--- config.mk ---
export PLATFORM = sky130hd
export DESIGN_NAME = query_predicate_classifier_top
export DESIGN_NICKNAME = d
export VERILOG_FILES = /design/src/sv/qpc_pkg.sv /design/src/sv/query_predicate_classifier_top.sv
export SDC_FILE = /design/constraint.sdc
export NUM_CORES = 1
export LEC_CHECK = 0
export BUFFER_PORTS_ARGS = -buffer_cell sky130_fd_sc_hd__buf_2
export CAP_MARGIN = 30
export CELL_PAD_IN_SITES_DETAIL_PLACEMENT = 0
export CELL_PAD_IN_SITES_GLOBAL_PLACEMENT = 2
export CORE_ASPECT_RATIO = 0.5
export CORE_MARGIN = 2
export CORE_UTILIZATION = 33
export DETAILED_ROUTE_END_ITERATION = 8
export PLACE_DENSITY = 0.77
export SYNTH_ARGS = -nofsm -noshare
export SYNTH_HDL_FRONTEND = slang
export SYNTH_SLANG_ARGS = --single-unit
--- constraint.sdc ---
create_clock -name clk -period 2 [get_ports clk]
set_clock_uncertainty 0.05 [all_clocks]
set_input_delay 0.2 -clock clk [delete_from_list [all_inputs] [get_ports clk]]
set_output_delay 0.2 -clock clk [all_outputs]
set_load 0.05 [all_outputs]
--- src/sv/qpc_pkg.sv ---
package qpc_pkg;

  // class codes of a result word
  localparam logic [1:0] CLASS_OBJID     = 2'd0;
  localparam logic [1:0] CLASS_CONDITION = 2'd1;
  localparam logic [1:0] CLASS_TRAVERSAL = 2'd2;
  localparam logic [1:0] CLASS_EXCEPTION = 2'd3;

  // tokenizer phase codes
  localparam logic [1:0] PH_BETWEEN = 2'd0;
  localparam logic [1:0] PH_TOKEN   = 2'd1;
  localparam logic [1:0] PH_QUOTE   = 2'd2;

  // keyword prefix match codes
  localparam logic [2:0] KW_IDLE = 3'd0;
  localparam logic [2:0] KW_A    = 3'd1;
  localparam logic [2:0] KW_AN   = 3'd2;
  localparam logic [2:0] KW_O    = 3'd3;
  localparam logic [2:0] KW_N    = 3'd4;
  localparam logic [2:0] KW_NO   = 3'd5;

  // character codes
  localparam logic [7:0] CH_NUL   = 8'h00;
  localparam logic [7:0] CH_SPACE = 8'h20;
  localparam logic [7:0] CH_QUOTE = 8'h22;
  localparam logic [7:0] CH_STAR  = 8'h2a;

  localparam logic [2:0] OBJID_LAST = 3'd5;

  // characters of the object id marker, by match position
  function automatic logic [7:0] objid_char(input logic [2:0] idx);
    logic [7:0] ch;
    case (idx)
      3'd0:    ch = "s";
      3'd1:    ch = "t";
      3'd2:    ch = "r";
      3'd3:    ch = "o";
      3'd4:    ch = "i";
      3'd5:    ch = "d";
      default: ch = 8'hff;
    endcase
    return ch;
  endfunction

  function automatic logic is_operator(input logic [7:0] ch);
    return (ch == "!") || (ch == "=") || (ch == "<") || (ch == ">") ||
           (ch == "&") || (ch == "|");
  endfunction

endpackage

--- src/sv/query_predicate_classifier_top.sv ---
// Query string classifier. Characters arrive one word per cycle on the input
// channel while in_ready is high; a NUL ends the string and, in the cycle after
// it is accepted, a class code (0 object id, 1 condition, 2 traversal
// wildcard, 3 exception) is presented on the output channel. The per-string
// flags are updated by a single level of logic from each accepted word. Non-NUL
// characters are accepted even while a result waits to be
// taken; a NUL waits only until the output register is free. The mode
// register (reset 1, predicate classification) is sampled at the NUL.
module query_predicate_classifier_top (
  input  logic       clk,
  input  logic       rst,
  input  logic       in_valid,
  output logic       in_ready,
  input  logic [7:0] char_code,
  output logic       out_valid,
  input  logic       out_ready,
  output logic [1:0] class_code,
  input  logic       cfg_valid,
  output logic       cfg_ready,
  input  logic       predicate_mode
);

  logic       mode;
  logic [1:0] char_position, char_position_next;
  logic       first_is_star, first_is_star_next;
  logic       operator_seen, operator_seen_next;
  logic       keyword_seen, keyword_seen_next;
  logic [1:0] scan_phase, scan_phase_next;
  logic [2:0] keyword_progress, keyword_progress_next;
  logic [2:0] objid_progress, objid_progress_next;
  logic       objid_seen, objid_seen_next;
  logic       in_fire;
  logic       is_nul;
  logic [1:0] class_next;

  assign cfg_ready = 1'b1;
  assign is_nul    = (char_code == qpc_pkg::CH_NUL);
  assign in_ready  = !out_valid || out_ready || !is_nul;
  assign in_fire   = in_valid && in_ready;

  // mode register
  always_ff @(posedge clk) begin
    if (rst) begin
      mode <= 1'b1;
    end else if (cfg_valid) begin
      mode <= predicate_mode;
    end
  end

  // per-character flag update
  always_comb begin
    char_position_next    = (char_position < 2'd2) ? char_position + 2'd1 : char_position;
    first_is_star_next    = first_is_star ||
                            ((char_position == 2'd0) && (char_code == qpc_pkg::CH_STAR));
    operator_seen_next    = operator_seen || qpc_pkg::is_operator(char_code);
    keyword_seen_next     = keyword_seen;
    scan_phase_next       = scan_phase;
    keyword_progress_next = keyword_progress;

    // tokenizer and keyword prefix match
    unique case (scan_phase)
      qpc_pkg::PH_QUOTE: begin
        if (char_code == qpc_pkg::CH_QUOTE) scan_phase_next = qpc_pkg::PH_BETWEEN;
      end
      qpc_pkg::PH_TOKEN: begin
        keyword_progress_next = qpc_pkg::KW_IDLE;
        if (char_code == qpc_pkg::CH_SPACE) begin
          scan_phase_next = qpc_pkg::PH_BETWEEN;
        end else begin
          unique case (keyword_progress)
            qpc_pkg::KW_A:  if (char_code == "N") keyword_progress_next = qpc_pkg::KW_AN;
            qpc_pkg::KW_AN: if (char_code == "D") keyword_seen_next = 1'b1;
            qpc_pkg::KW_O:  if (char_code == "R") keyword_seen_next = 1'b1;
            qpc_pkg::KW_N:  if (char_code == "O") keyword_progress_next = qpc_pkg::KW_NO;
            qpc_pkg::KW_NO: if (char_code == "T") keyword_seen_next = 1'b1;
            default: ;
          endcase
        end
      end
      default: begin
        if (char_code == qpc_pkg::CH_QUOTE) begin
          scan_phase_next = qpc_pkg::PH_QUOTE;
        end else if (char_code != qpc_pkg::CH_SPACE) begin
          scan_phase_next = qpc_pkg::PH_TOKEN;
          if (char_code == "A")      keyword_progress_next = qpc_pkg::KW_A;
          else if (char_code == "O") keyword_progress_next = qpc_pkg::KW_O;
          else if (char_code == "N") keyword_progress_next = qpc_pkg::KW_N;
          else                       keyword_progress_next = qpc_pkg::KW_IDLE;
        end
      end
    endcase

    // object id substring match
    objid_seen_next = objid_seen;
    if (char_code == qpc_pkg::objid_char(objid_progress)) begin
      if (objid_progress == qpc_pkg::OBJID_LAST) begin
        objid_seen_next     = 1'b1;
        objid_progress_next = 3'd0;
      end else begin
        objid_progress_next = objid_progress + 3'd1;
      end
    end else begin
      objid_progress_next = (char_code == "s") ? 3'd1 : 3'd0;
    end
  end

  // classification at the terminator
  always_comb begin
    if ((char_position == 2'd1) && first_is_star)   class_next = qpc_pkg::CLASS_TRAVERSAL;
    else if (mode && (char_position == 2'd0))       class_next = qpc_pkg::CLASS_TRAVERSAL;
    else if (operator_seen || keyword_seen)         class_next = qpc_pkg::CLASS_CONDITION;
    else if (mode && objid_seen)                    class_next = qpc_pkg::CLASS_OBJID;
    else                                            class_next = qpc_pkg::CLASS_EXCEPTION;
  end

  // string state registers, cleared by reset and after each terminator
  always_ff @(posedge clk) begin
    if (rst || (in_fire && is_nul)) begin
      char_position    <= 2'd0;
      first_is_star    <= 1'b0;
      operator_seen    <= 1'b0;
      keyword_seen     <= 1'b0;
      scan_phase       <= qpc_pkg::PH_BETWEEN;
      keyword_progress <= qpc_pkg::KW_IDLE;
      objid_progress   <= 3'd0;
      objid_seen       <= 1'b0;
    end else if (in_fire) begin
      char_position    <= char_position_next;
      first_is_star    <= first_is_star_next;
      operator_seen    <= operator_seen_next;
      keyword_seen     <= keyword_seen_next;
      scan_phase       <= scan_phase_next;
      keyword_progress <= keyword_progress_next;
      objid_progress   <= objid_progress_next;
      objid_seen       <= objid_seen_next;
    end
  end

  // result register
  always_ff @(posedge clk) begin
    if (rst) begin
      out_valid <= 1'b0;
    end else if (in_fire && is_nul) begin
      out_valid <= 1'b1;
    end else if (out_ready) begin
      out_valid <= 1'b0;
    end
  end

  always_ff @(posedge clk) begin
    if (in_fire && is_nul) begin
      class_code <= class_next;
    end
  end

endmodule

==> results.txt <==
Worst path depth: 5
CP startpoint: out_valid$_SDFFE_PP0P_
initial antenna violation count: 0
wire per inst: 13.8 um
max_cap viols: 0
Routed WL: 3.26 mm
post-synth cell types: 51
top cells by count, synth: dfxtp_1, a21oi_1, nand2_1
die height: 48.5 um
outcome: finished clean
worst vdd ir: 263 uV
Total GRT Usage: 0.154
count leader, synth: dfxtp_1
worst relative slew slack: 0.644
area post-placement: 1460 um^2
Synth warnings: 0
Crit path arrival time: 1.91 ns
Async SR Flop Fraction: 0
syn_area_per_cell: 7.88 um^2
die area: 4520 um^2
vias in the first global route: 1178
Design Power: 0.000783 W
Port-buffer cells: 17
post-synthesis sequential area ratio: 0.291
Vias/cell: 5.28
Hold Path Class: primary input to flop
met3 WL: 87 um
post-CTS setup buffer count: 0
CP endpoint kind: flop
Clk Latency, worst-skew pair: 0.25 ns
Rows: 16
largest net degree at the start of global routing: 15
Crit Reg-Reg Endpoint: keyword_progress[2]$_SDFFE_PP0P_
TritonCTS clock tree: yes
Leak: 0.520 nW
CP endpoint: keyword_progress[2]$_SDFFE_PP0P_
R2R setup slack: 0.23 ns
DR iter-0 viols: 80
Required @ worst endpoint: 2.14 ns
PostCTS Resize Cnt: 0
origin of the critical flop-to-flop path: out_valid$_SDFFE_PP0P_
clock root buffer: clkbuf_8
Final Cell Area: 1510 um^2
main area contributors after synthesis: dfxtp_1, a21oi_1, edfxtp_1
Area growth syn-to-layout: 15.1%
IO Pins: 19
Final Instance Count excl. Fillers: 237
hpwl dp: 2.50 mm
worst hold slack: 0.0714 ns
worst hold stages: 2
H-tree Lvls: 1
# clock sinks: 18
Worst path slowest cell: or3_1
buffer and inverter count on the worst path: 0
met1 WL: 1.80 mm
setup_tns: 0 ns
CP Max Fanout: 11
Initial Util: 0.340
Detailed Routing Iterations Pass 1: 4
Ant. Diodes: 0
final hold vios: 0
critical path's top delay family: compound AO/OA/AOI/OAI gates
grt ovf: 0
first-pass GRT wire length: 5.58 mm
CTS clock-pin slew for the worst setup and hold paths: 0.07 ns
Mapped Cells: 166
detailed-route via count: 1252
clock tree buffer depth: 2
WS Path Type: flop to flop
DR DRC count: 0
top_reg_cell synth: dfxtp_1
synthesized cell area: 1310 um^2
R2R cell count: 5
cells along the critical path: nor2b_1 -> a31o_2 -> a211o_1 -> or3_1 -> a21oi_1
number of flops mapped to enable cells by yosys: 2
placed cell count: 233
period utilization: 0.885
routability cong.: 0.735
Yosys reg bits: 18
Die X: 93.1 um
leading area contributor after synthesis: dfxtp_1
layout cells sized above 1: 0.197
WL met2: 1.36 mm
Tmin final: 1.77 ns
pwr/cell area: 520 nW/um^2
top cell type's share of synthesized area: 0.245
setup violators final: 0
FMAX: 0.565 GHz
Syn Nets: 184
Hold Path Origin: rst
top layer in use: met4
Hold Buf Count CTS: 0
measured slew at the worst slew-check pin: 0.530 ns
antenna viol nets, final: 0
Core Box Area: 3840 um^2
CP startpoint kind: flop
fin. max-slew vios: 0
unrepaired setup endpoints after global routing: false
CTS buffer count: 3
nets: 202
Crit path largest cell delay: 0.38 ns
## cell families (layout without fill, tap and decap cells)
group,Yosys count,count (layout),share of synthesized area
compound gates,46,46,0.244
xor+xnor,1,1,0.00669
fa+ha+maj,5,5,0.0459
buf+inv,22,39,0.0774
flops,18,18,0.291
other cells,1,1,0.00287
simple gates,73,73,0.333
## power by group
| part | leakage (nW) | internal (W) | switching [W] | total, W |
|---|---|---|---|---|
| Clock | 0.0231 | 0.000136 | 0.000123 | 0.000259 |
| Combinational | 0.350 | 0.0000559 | 0.0000873 | 0.000143 |
| Sequential | 0.146 | 0.000374 | 0.00000673 | 0.000380 |
## registers in the layout, summed over array words and instances, names as in the netlist
register          cells
char_position         2
mode                  1
first_is_star         1
objid_seen            1
operator_seen         1
keyword_seen          1
keyword_progress      3
objid_progress        3
scan_phase            2
out_valid             1
class_code            2
## worst reg2reg max path: stages, from the launching register on
cell	delay, ns
dfxtp_1	0.32
nor2b_1	0.16
a31o_2	0.34
a211o_1	0.32
or3_1	0.39
a21oi_1	0.14
## layout make-up
cell class | count | area (um^2)
Clock buffer | 3 | 41.3
Clock inverter | 1 | 3.75
Fill cell | 418 | 2340
Inverter | 9 | 33.8
Multi-Input combinational cell | 126 | 827
Sequential cell | 18 | 380
Tap cell | 54 | 67.6
Timing Repair Buffer | 26 | 153
## per-stage QoR
| stage | util | worst slack [ns] |
|---|---|---|
| 2_1_floorplan | - | 0.171 |
| 3_3_place_gp | 0.380 | 0.105 |
| 3_5_place_dp | 0.380 | 0.106 |
| 4_1_cts | 0.392 | 0.228 |
| 5_1_grt | 0.392 | 0.110 |
| 6_report | 0.392 | 0.229 |
## layout by cell type (no fill, tap or decap), drive strengths merged, types with 3 or more instances in the layout
cell,count
clkbuf,3
a21oi,15
buf,26
nand2,14
nor2,10
a31o,3
a211o,4
nor4b,3
nor4,4
nor3,9
nor2b,5
nand2b,4
dfxtp,16
o211ai,4
o21ai,3
inv,9
a31oi,3
nand4,5
nand3,3
ha,4
## per-layer routing
layer | up-vias | GRT usage
met2 | 14 | 0.234
li1 | 667 | -
met4 | 0 | 0.0221
met1 | 569 | 0.226
met5 | - | 0
met3 | 2 | 0.0374
## worst min path at each step
stage                                   endpoint  slack (ns)
after floorplan           out_valid$_SDFFE_PP0P_        0.22
after global placement    out_valid$_SDFFE_PP0P_        0.35
after detailed placement  out_valid$_SDFFE_PP0P_        0.34
after CTS                 out_valid$_SDFFE_PP0P_        0.07
after global routing      out_valid$_SDFFE_PP0P_        0.08
final                     out_valid$_SDFFE_PP0P_        0.07
Power figures use the tool's default switching activity.
